### src/hdl/lspsq_pkg.sv
// ----------------------------------------------------------------------------
// Load/store page split queue package
// Item types, result codes and shared constants of the load/store queue.
// ----------------------------------------------------------------------------
package lspsq_pkg;

  localparam int unsigned PAGE_SHIFT = 12;
  localparam int unsigned PAGE_BYTES = 1 << PAGE_SHIFT;
  localparam int unsigned BYTE_BITS  = 8;

  localparam logic [1:0] KIND_BUS_REQ   = 2'd0;
  localparam logic [1:0] KIND_CORE_RESP = 2'd1;
  localparam logic [1:0] KIND_REFUSED   = 2'd2;

  localparam logic [1:0] SIZE_BYTE = 2'd0;
  localparam logic [1:0] SIZE_WORD = 2'd2;
  localparam logic [1:0] SIZE_RSVD = 2'd3;

  localparam logic REQ_CORE = 1'b0;

  typedef struct packed {
    logic        req_type;
    logic [31:0] addr;
    logic        is_store;
    logic [1:0]  size_code;
    logic [31:0] payload;
    logic [3:0]  byte_enable;
    logic        paging_on;
    logic        resp_ok;
  } lspsq_in_t;

  typedef struct packed {
    logic [1:0]  out_kind;
    logic [31:0] out_addr;
    logic        out_store;
    logic [1:0]  out_size;
    logic [31:0] out_data;
    logic [3:0]  out_strobe;
    logic        out_ok;
    logic        out_last;
  } lspsq_out_t;

  typedef struct packed {
    logic       store;
    logic       split;
    logic [2:0] num;
    logic [1:0] rcv;
  } lspsq_flags_t;

  typedef enum logic [1:0] {
    MODE_REFUSE,
    MODE_REQ,
    MODE_SPLIT,
    MODE_RESP
  } lspsq_mode_e;

  typedef struct packed {
    logic capture;
    logic eval;
    logic load_out;
  } lspsq_cmd_t;

  typedef struct packed {
    logic       out_free;
    logic       last_res;
    logic [2:0] num_res;
  } lspsq_sts_t;

endpackage

### src/hdl/lspsq_ctrl.sv
// ----------------------------------------------------------------------------
// Load/store page split queue controller
// Sequences capture, evaluation and result emission of one item at a time.
// ----------------------------------------------------------------------------
module lspsq_ctrl
  import lspsq_pkg::*;
(
  input  logic       clk_i,
  input  logic       rst_ni,
  input  logic       in_valid_i,
  output logic       in_stall_o,
  input  lspsq_sts_t sts_i,
  output lspsq_cmd_t cmd_o
);

  localparam logic [1:0] S_IDLE = 2'd0;
  localparam logic [1:0] S_EVAL = 2'd1;
  localparam logic [1:0] S_EMIT = 2'd2;

  logic [1:0] state_q, state_d;

  always_comb begin
    state_d        = state_q;
    cmd_o          = '0;
    in_stall_o     = 1'b1;
    unique case (state_q)
      S_IDLE: begin
        in_stall_o    = 1'b0;
        cmd_o.capture = in_valid_i;
        if (in_valid_i) begin
          state_d = S_EVAL;
        end
      end
      S_EVAL: begin
        cmd_o.eval = 1'b1;
        state_d    = (sts_i.num_res == 3'd0) ? S_IDLE : S_EMIT;
      end
      S_EMIT: begin
        if (sts_i.out_free) begin
          cmd_o.load_out = 1'b1;
          if (sts_i.last_res) begin
            state_d = S_IDLE;
          end
        end
      end
      default: begin
        state_d = S_IDLE;
      end
    endcase
  end

  always_ff @(posedge clk_i or negedge rst_ni) begin
    if (!rst_ni) begin
      state_q <= S_IDLE;
    end else begin
      state_q <= state_d;
    end
  end

endmodule

### src/hdl/lspsq_dp.sv
// ----------------------------------------------------------------------------
// Load/store page split queue datapath
// Entry store, queue pointers, response assembly and the output register.
// ----------------------------------------------------------------------------
module lspsq_dp
  import lspsq_pkg::*;
#(
  parameter int unsigned QUEUE_DEPTH = 4
) (
  input  logic       clk_i,
  input  logic       rst_ni,
  input  lspsq_in_t  in_item_i,
  output logic       out_valid_o,
  input  logic       out_stall_i,
  output lspsq_out_t out_item_o,
  input  lspsq_cmd_t cmd_i,
  output lspsq_sts_t sts_o
);

  localparam int unsigned IdxW = (QUEUE_DEPTH > 1) ? $clog2(QUEUE_DEPTH) : 1;
  localparam int unsigned CntW = $clog2(QUEUE_DEPTH + 1);
  localparam int unsigned OffW = PAGE_SHIFT + 1;

  lspsq_flags_t flags_q [QUEUE_DEPTH];
  logic [31:0]  asm_q   [QUEUE_DEPTH];

  lspsq_in_t   item_q;
  logic [IdxW-1:0] head_q, head_d, tail_q, tail_d;
  logic [CntW-1:0] count_q, count_d;
  logic [1:0]  drop_q, drop_d;
  lspsq_mode_e mode_q, mode_d;
  logic [2:0]  nres_q, nres_d;
  logic [1:0]  k_q;
  logic [31:0] rdata_q, rdata_d;
  logic        rok_q, rok_d;
  logic        out_valid_q;
  lspsq_out_t  out_q, res;

  logic [1:0]   size_cl;
  logic [2:0]   nbytes;
  logic         split;
  lspsq_flags_t head_f, new_f;
  logic [2:0]   head_num;
  logic [2:0]   rcv_next;
  logic [31:0]  new_asm;
  logic         alloc, upd_head;

  function automatic logic [IdxW-1:0] idx_inc(input logic [IdxW-1:0] idx);
    idx_inc = (idx == IdxW'(QUEUE_DEPTH - 1)) ? '0 : idx + 1'b1;
  endfunction

  assign size_cl  = (item_q.size_code == SIZE_RSVD) ? SIZE_WORD : item_q.size_code;
  assign nbytes   = 3'd1 << size_cl;
  assign split    = item_q.paging_on &&
                    (({1'b0, item_q.addr[PAGE_SHIFT-1:0]} + OffW'(nbytes)) >
                     OffW'(PAGE_BYTES));
  assign head_f   = flags_q[head_q];
  assign head_num = (head_f.num == 3'd0) ? 3'd1 : head_f.num;
  assign rcv_next = {1'b0, head_f.rcv} + 3'd1;

  always_comb begin
    head_d   = head_q;
    tail_d   = tail_q;
    count_d  = count_q;
    drop_d   = drop_q;
    mode_d   = mode_q;
    nres_d   = 3'd0;
    rdata_d  = rdata_q;
    rok_d    = rok_q;
    alloc    = 1'b0;
    upd_head = 1'b0;
    new_f    = head_f;
    new_asm  = asm_q[head_q];
    if (item_q.req_type == REQ_CORE) begin
      if (count_q == CntW'(QUEUE_DEPTH)) begin
        mode_d = MODE_REFUSE;
        nres_d = 3'd1;
      end else begin
        alloc   = 1'b1;
        new_f   = '{store: item_q.is_store, split: split,
                    num: split ? nbytes : 3'd1, rcv: 2'd0};
        new_asm = '0;
        tail_d  = idx_inc(tail_q);
        count_d = count_q + 1'b1;
        mode_d  = split ? MODE_SPLIT : MODE_REQ;
        nres_d  = split ? nbytes : 3'd1;
      end
    end else if (drop_q != 2'd0) begin
      drop_d = drop_q - 2'd1;
    end else if (count_q != '0) begin
      if (!item_q.resp_ok) begin
        drop_d  = (head_num > rcv_next) ? 2'(head_num - rcv_next) : 2'd0;
        head_d  = idx_inc(head_q);
        count_d = count_q - 1'b1;
        mode_d  = MODE_RESP;
        nres_d  = 3'd1;
        rdata_d = '0;
        rok_d   = 1'b0;
      end else begin
        upd_head = 1'b1;
        if (head_f.split) begin
          if (!head_f.store) begin
            new_asm = asm_q[head_q] |
                      (32'(item_q.payload[BYTE_BITS-1:0]) << {head_f.rcv, 3'b000});
          end
        end else begin
          new_asm = item_q.payload;
        end
        new_f.rcv = rcv_next[1:0];
        if (rcv_next >= head_num) begin
          head_d  = idx_inc(head_q);
          count_d = count_q - 1'b1;
          mode_d  = MODE_RESP;
          nres_d  = 3'd1;
          rdata_d = head_f.store ? '0 : new_asm;
          rok_d   = 1'b1;
        end
      end
    end
  end

  assign sts_o.num_res  = nres_d;
  assign sts_o.last_res = (({1'b0, k_q} + 3'd1) == nres_q);
  assign sts_o.out_free = !out_valid_q || !out_stall_i;

  always_comb begin
    res = '0;
    case (mode_q)
      MODE_REFUSE: begin
        res.out_kind = KIND_REFUSED;
      end
      MODE_REQ: begin
        res.out_kind   = KIND_BUS_REQ;
        res.out_addr   = item_q.addr;
        res.out_store  = item_q.is_store;
        res.out_size   = size_cl;
        res.out_data   = item_q.payload;
        res.out_strobe = item_q.byte_enable;
      end
      MODE_SPLIT: begin
        res.out_kind   = KIND_BUS_REQ;
        res.out_addr   = item_q.addr + 32'(k_q);
        res.out_store  = item_q.is_store;
        res.out_size   = SIZE_BYTE;
        res.out_data   = 32'(item_q.payload[k_q*BYTE_BITS +: BYTE_BITS]);
        res.out_strobe = {3'b000, item_q.is_store & item_q.byte_enable[k_q]};
      end
      MODE_RESP: begin
        res.out_kind = KIND_CORE_RESP;
        res.out_data = rdata_q;
        res.out_ok   = rok_q;
      end
    endcase
    res.out_last = sts_o.last_res;
  end

  always_ff @(posedge clk_i) begin
    if (cmd_i.capture) begin
      item_q <= in_item_i;
    end
    if (cmd_i.eval) begin
      rdata_q <= rdata_d;
      rok_q   <= rok_d;
      if (alloc) begin
        flags_q[tail_q] <= new_f;
        asm_q[tail_q]   <= new_asm;
      end
      if (upd_head) begin
        flags_q[head_q] <= new_f;
        asm_q[head_q]   <= new_asm;
      end
    end
    if (cmd_i.load_out) begin
      out_q <= res;
    end
  end

  always_ff @(posedge clk_i or negedge rst_ni) begin
    if (!rst_ni) begin
      head_q      <= '0;
      tail_q      <= '0;
      count_q     <= '0;
      drop_q      <= '0;
      mode_q      <= MODE_REFUSE;
      nres_q      <= '0;
      k_q         <= '0;
      out_valid_q <= 1'b0;
    end else begin
      if (cmd_i.eval) begin
        head_q  <= head_d;
        tail_q  <= tail_d;
        count_q <= count_d;
        drop_q  <= drop_d;
        mode_q  <= mode_d;
        nres_q  <= nres_d;
        k_q     <= '0;
      end else if (cmd_i.load_out) begin
        k_q <= k_q + 2'd1;
      end
      if (cmd_i.load_out) begin
        out_valid_q <= 1'b1;
      end else if (!out_stall_i) begin
        out_valid_q <= 1'b0;
      end
    end
  end

  assign out_valid_o = out_valid_q;
  assign out_item_o  = out_q;

endmodule

### src/hdl/load_store_page_split_queue_unit.sv
// ----------------------------------------------------------------------------
// Load/store page split queue unit
// In-order queue of core load/store requests with page-crossing byte split.
// ----------------------------------------------------------------------------
// One input channel carries core requests and bus responses alike; req_type
// tells them apart. One output channel carries bus requests, core responses
// and refusals; out_last marks the final result caused by an input item.
// An item is taken when in_valid_i is high and in_stall_o low, a result
// when out_valid_o is high and out_stall_i low.
// One item is worked on at a time: it is captured, the queue is updated,
// then its results are loaded into the single output register one by one
// (none, one, or two or four byte requests for a page-crossing access),
// as the controller sequence and the output register allow. The next
// item is taken once the last result is loaded into the output register,
// even while that result still waits.
// A stalled receiver holds the output register and the emission sequence.
// Reset empties the queue, clears the pointers and drops any pending result.
// ----------------------------------------------------------------------------
module load_store_page_split_queue_unit
  import lspsq_pkg::*;
#(
  parameter int unsigned QUEUE_DEPTH = 4
) (
  input  logic       clk_i,
  input  logic       rst_ni,
  input  logic       in_valid_i,
  output logic       in_stall_o,
  input  lspsq_in_t  in_item_i,
  output logic       out_valid_o,
  input  logic       out_stall_i,
  output lspsq_out_t out_item_o
);

  lspsq_cmd_t cmd;
  lspsq_sts_t sts;

  lspsq_ctrl u_ctrl (
    .clk_i      (clk_i),
    .rst_ni     (rst_ni),
    .in_valid_i (in_valid_i),
    .in_stall_o (in_stall_o),
    .sts_i      (sts),
    .cmd_o      (cmd)
  );

  lspsq_dp #(
    .QUEUE_DEPTH (QUEUE_DEPTH)
  ) u_dp (
    .clk_i       (clk_i),
    .rst_ni      (rst_ni),
    .in_item_i   (in_item_i),
    .out_valid_o (out_valid_o),
    .out_stall_i (out_stall_i),
    .out_item_o  (out_item_o),
    .cmd_i       (cmd),
    .sts_o       (sts)
  );

endmodule
### config.mk
export PLATFORM = sky130hd
export DESIGN_NAME = load_store_page_split_queue_unit
export DESIGN_NICKNAME = d
export VERILOG_FILES = /design/src/hdl/lspsq_pkg.sv /design/src/hdl/lspsq_ctrl.sv /design/src/hdl/lspsq_dp.sv /design/src/hdl/load_store_page_split_queue_unit.sv
export SDC_FILE = /design/constraint.sdc
export NUM_CORES = 1
export LEC_CHECK = 0
export ABC_AREA = 0
export BUFFER_PORTS_ARGS = -buffer_cell sky130_fd_sc_hd__buf_2
export CORE_MARGIN = 2
export CORE_UTILIZATION = 55
export CTS_BUF_LIST = sky130_fd_sc_hd__clkbuf_8
export CTS_CLUSTER_SIZE = 24
export DETAILED_ROUTE_END_ITERATION = 8
export GPL_ROUTABILITY_DRIVEN = 0
export GPL_TIMING_DRIVEN = 0
export PLACE_DENSITY = 0.81
export SLEW_MARGIN = 20
export SYNTH_ARGS = -nofsm -noshare
export SYNTH_HDL_FRONTEND = slang
export SYNTH_SLANG_ARGS = --single-unit
### constraint.sdc
create_clock -name clk_i -period 5.2 [get_ports clk_i]
set_clock_uncertainty 0.05 [all_clocks]
set_input_delay 0.52 -clock clk_i [delete_from_list [all_inputs] [get_ports clk_i]]
set_output_delay 0.52 -clock clk_i [all_outputs]
set_load 0.01 [all_outputs]
==> impl_metrics.py <==
metrics = {
    "finish": {
        "layout_commonest_cell": "edfxtp_1",
        "syn2layout_area_growth_pct": 17.8,
        "fillerInstances": 1899,
        "utilization_pct": 65.7,
        "fin_nets": 1400,
        "drive_above_1_share_pct": 24.1,
        "final_cell_mix": "edfxtp_1 (338), buf_2 (167), nor2_1 (117)",
    },
    "route": {
        "avgViaCountPerCell": 6.30,
        "dr.pass1.iters": 8,
        "drt_iter0_markers": 1614,
        "vias": 10849,
        "routed_wl_mm": 39.6,
        "route.detailed.drc": 0,
        "drtAntennaViolNets": 0,
        "wl_per_cell_um": 23.0,
    },
    "timing": {
        "worst_slack_ns": 0.974,
        "worst_pin_slew_ns": 0.814,
        "slew_viol_final": 0,
        "finalCriticalPeriod_ns": 4.23,
        "setup_viol": 0,
        "hold_viol_final": 0,
        "holdWs_ns": 0.0480,
        "rsz0062_at_grt": "no",
        "max_slew_margin_pct": 45.7,
        "fmax_ghz": 0.237,
        "fin_crit_sh_pct": 81.3,
    },
    "die": {
        "io_pins": 155,
        "die_x_um": 172,
        "die_area_um2": 29500,
        "rows": 61,
        "coreArea_um2": 27800,
        "start_util_pct": 55.7,
        "die_h_um": 172,
    },
    "setup_path": {
        "start_kind": "flop",
        "rrSetupSlack_ns": 0.97,
        "cp.required_ns": 5.61,
        "rr_worst_depth": 13,
        "path_max_fanout": 17,
        "critPathCaptureType": "flop",
        "crit_arrival_ns": 4.64,
        "timing.rr.end": "u_dp.count_q[2]",
        "path_class": "flop to flop",
        "r2r_start": "u_dp.head_q[1]",
    },
    "synth": {
        "syn_nets": 1176,
        "syn_area_per_cell_um2": 14.4,
        "synth_top_flop_cell": "edfxtp_1",
        "yosysTopAreaCellShare_pct": 65.6,
        "seq_area_frac_synth_pct": 68.6,
        "synthTopCellsByArea": "edfxtp_1 (66%), mux4_2 (6.7%), dfrtp_1 (3.1%)",
        "synth_cells": 1077,
        "synth-edff-count": 338,
        "async_flop_share_pct": 5.32,
        "syn_area_um2": 15500,
        "synth_seq_cells": 357,
        "synth_warnings": 0,
        "ys_types": 62,
        "synth_top_area_cell": "edfxtp_1",
    },
    "placed_design": {
        "dp_hpwl_mm": 27.3,
        "io_buffers": 154,
        "place_ws_ns": 1.04,
    },
    "clock_network": {
        "htree_levels": 2,
        "cts.reportedPaths.clkPinSlew_ns": 0.06,
        "worstSkewPairLatency_ns": 0.59,
        "clkSinkCount": 357,
        "postCtsResizedCells": 0,
        "cts_tree": "done",
        "cts_setup_buffers": 0,
        "clk_path_buf_depth": 3,
        "cts_root_buf": "clkbuf_8",
        "numCtsBuffers": 54,
    },
    "worst_hold_path": {
        "min_path_cells": 1,
        "hold_start": "in_item_i[19]",
        "hold_class": "input port to flop",
        "hold_end": "u_dp.item_q[19]",
    },
    "power": {
        "leakage_nw": 6.52,
        "ir_drop_uv": 258,
        "power_density_nw_per_um2": 583,
    },
    "global_route": {
        "grt_pass1_vias": 10677,
        "grt_max_degree": 29,
        "grt_util_all_layers_pct": 27.1,
        "antenna_found_initial": 0,
        "grt_overflow_total": 0,
        "grt_pass1_wl_mm": 60.1,
    },
    "status": {
        "outcome": "complete, no violations",
    },
    "flow_run": {
        "cap_violations": 0,
    },
}
## sequential cells by signal, indices dropped and copies added (netlist names)
name and count:
u_dp.asm_q 128, u_dp.out_item_o 75, u_dp.item_q 74, u_dp.rdata_q 32
u_dp.flags_q 28, u_dp.count_q 3, u_dp.nres_q 3, u_ctrl.state_q 2
u_dp.drop_q 2, u_dp.head_q 2, u_dp.k_q 2, u_dp.mode_q 2
u_dp.tail_q 2, u_dp.out_valid_o 1, u_dp.rok_q 1
## layout make-up
| type | count | area, µm² | share of cell area, % |
|---|---|---|---|
| Sequential cell | 357 | 10600 | 58.3 |
| Multi-Input combinational cell | 636 | 4570 | 25.0 |
| Timing Repair Buffer | 168 | 1120 | 6.16 |
| Clock buffer | 55 | 757 | 4.15 |
| Tap cell | 378 | 473 | 2.59 |
| Clock inverter | 44 | 339 | 1.86 |
| Buffer | 63 | 273 | 1.50 |
| Inverter | 21 | 78.8 | 0.432 |
| Antenna cell | 1 | 2.50 | 0.0137 |
## where the power goes
group	switching, mW	internal, mW	total [mW]
combinational	2.49	1.37	3.85
sequential	0.313	4.12	4.43
clock	1.07	1.28	2.35
total	3.87	6.76	10.6
## cell families (layout without fill, tap and decap cells)
| kind of cell | Yosys count | count (layout) | share of synthesized area, % |
|---|---|---|---|
| mux | 56 | 56 | 7.39 |
| fa+ha+maj | 21 | 21 | 1.84 |
| other cells | 0 | 1 | 0 |
| buf+inv | 84 | 351 | 2.27 |
| flops | 357 | 357 | 68.6 |
| xor+xnor | 10 | 10 | 0.566 |
| compound gates | 218 | 218 | 9.21 |
| simple gates | 331 | 331 | 10.1 |
## metal layers
layer | vias to the layer above | global-route usage (%) | part of all wire, % | wire length [µm]
met5 | - | 0 | 0 | 0
met4 | 0 | 13.1 | 4.5 | 1780
met3 | 168 | 5.25 | 12 | 4680
met2 | 819 | 45.0 | 48 | 19000
met1 | 5194 | 34.7 | 36 | 14100
li1 | 4668 | - | - | -
## timing repair
action,4_1_cts,5_1_grt
endpoints found under the hold margin,19,0
hold buffers,1,0
endpoints found under the setup margin,0,0
## stage by stage
step / TNS (ns) / instances / total power, mW / instance area [µm²]
after floorplan: 0 / 1077 / 6.88 / 15500
after global placement: -214.04 / 1609 / 7.92 / 16700
after detailed placement: 0 / 1622 / 8.21 / 17100
after CTS: 0 / 1722 / 10.6 / 18200
after global routing: 0 / 1722 / 11.1 / 18200
final: 0 / 1723 / 10.6 / 18200
## synthesized netlist by cell type, types with 6 or more instances
master / n
nand3_1: 18
o21ai_1: 8
buf_1: 6
a222oi_1: 8
nand4_1: 12
a31oi_1: 11
o31ai_1: 14
inv_1: 20
a211oi_1: 27
buf_2: 13
nand2_1: 72
mux4_2: 46
o21ai_0: 43
ha_1: 18
nor2_1: 122
mux2_2: 6
a22oi_1: 33
nor3_1: 58
edfxtp_1: 338
dfrtp_1: 19
clkbuf_1: 38
a21oi_1: 47
xor2_1: 7
## worst max-delay path by stage
stage | start | end | slack, ns | depth (start not counted)
floorplan | u_dp.head_q[0] | u_dp.count_q[2] | 0.13 | 10
global placement | out_stall_i | u_dp.k_q[0] | -1.55 | 3
detailed placement | u_dp.head_q[1] | u_dp.count_q[2] | 1.04 | 13
CTS | u_dp.head_q[1] | u_dp.count_q[2] | 1.03 | 13
global route | u_dp.head_q[1] | u_dp.nres_q[0] | 0.79 | 12
finish | u_dp.head_q[1] | u_dp.count_q[2] | 0.97 | 13
## worst max-delay path: stages (launching register included)
cell	delay, ns
dfrtp_1	0.37
buf_2	0.24
buf_2	0.38
buf_1	0.50
mux4_2	0.41
inv_1	0.10
ha_1	0.26
nor2b_1	0.14
o21ai_0	0.57
a31oi_4	0.26
buf_16	0.23
nor2_1	0.30
nor2_1	0.11
xor2_1	0.16
Note: power is estimated with default switching activity, not from simulation.
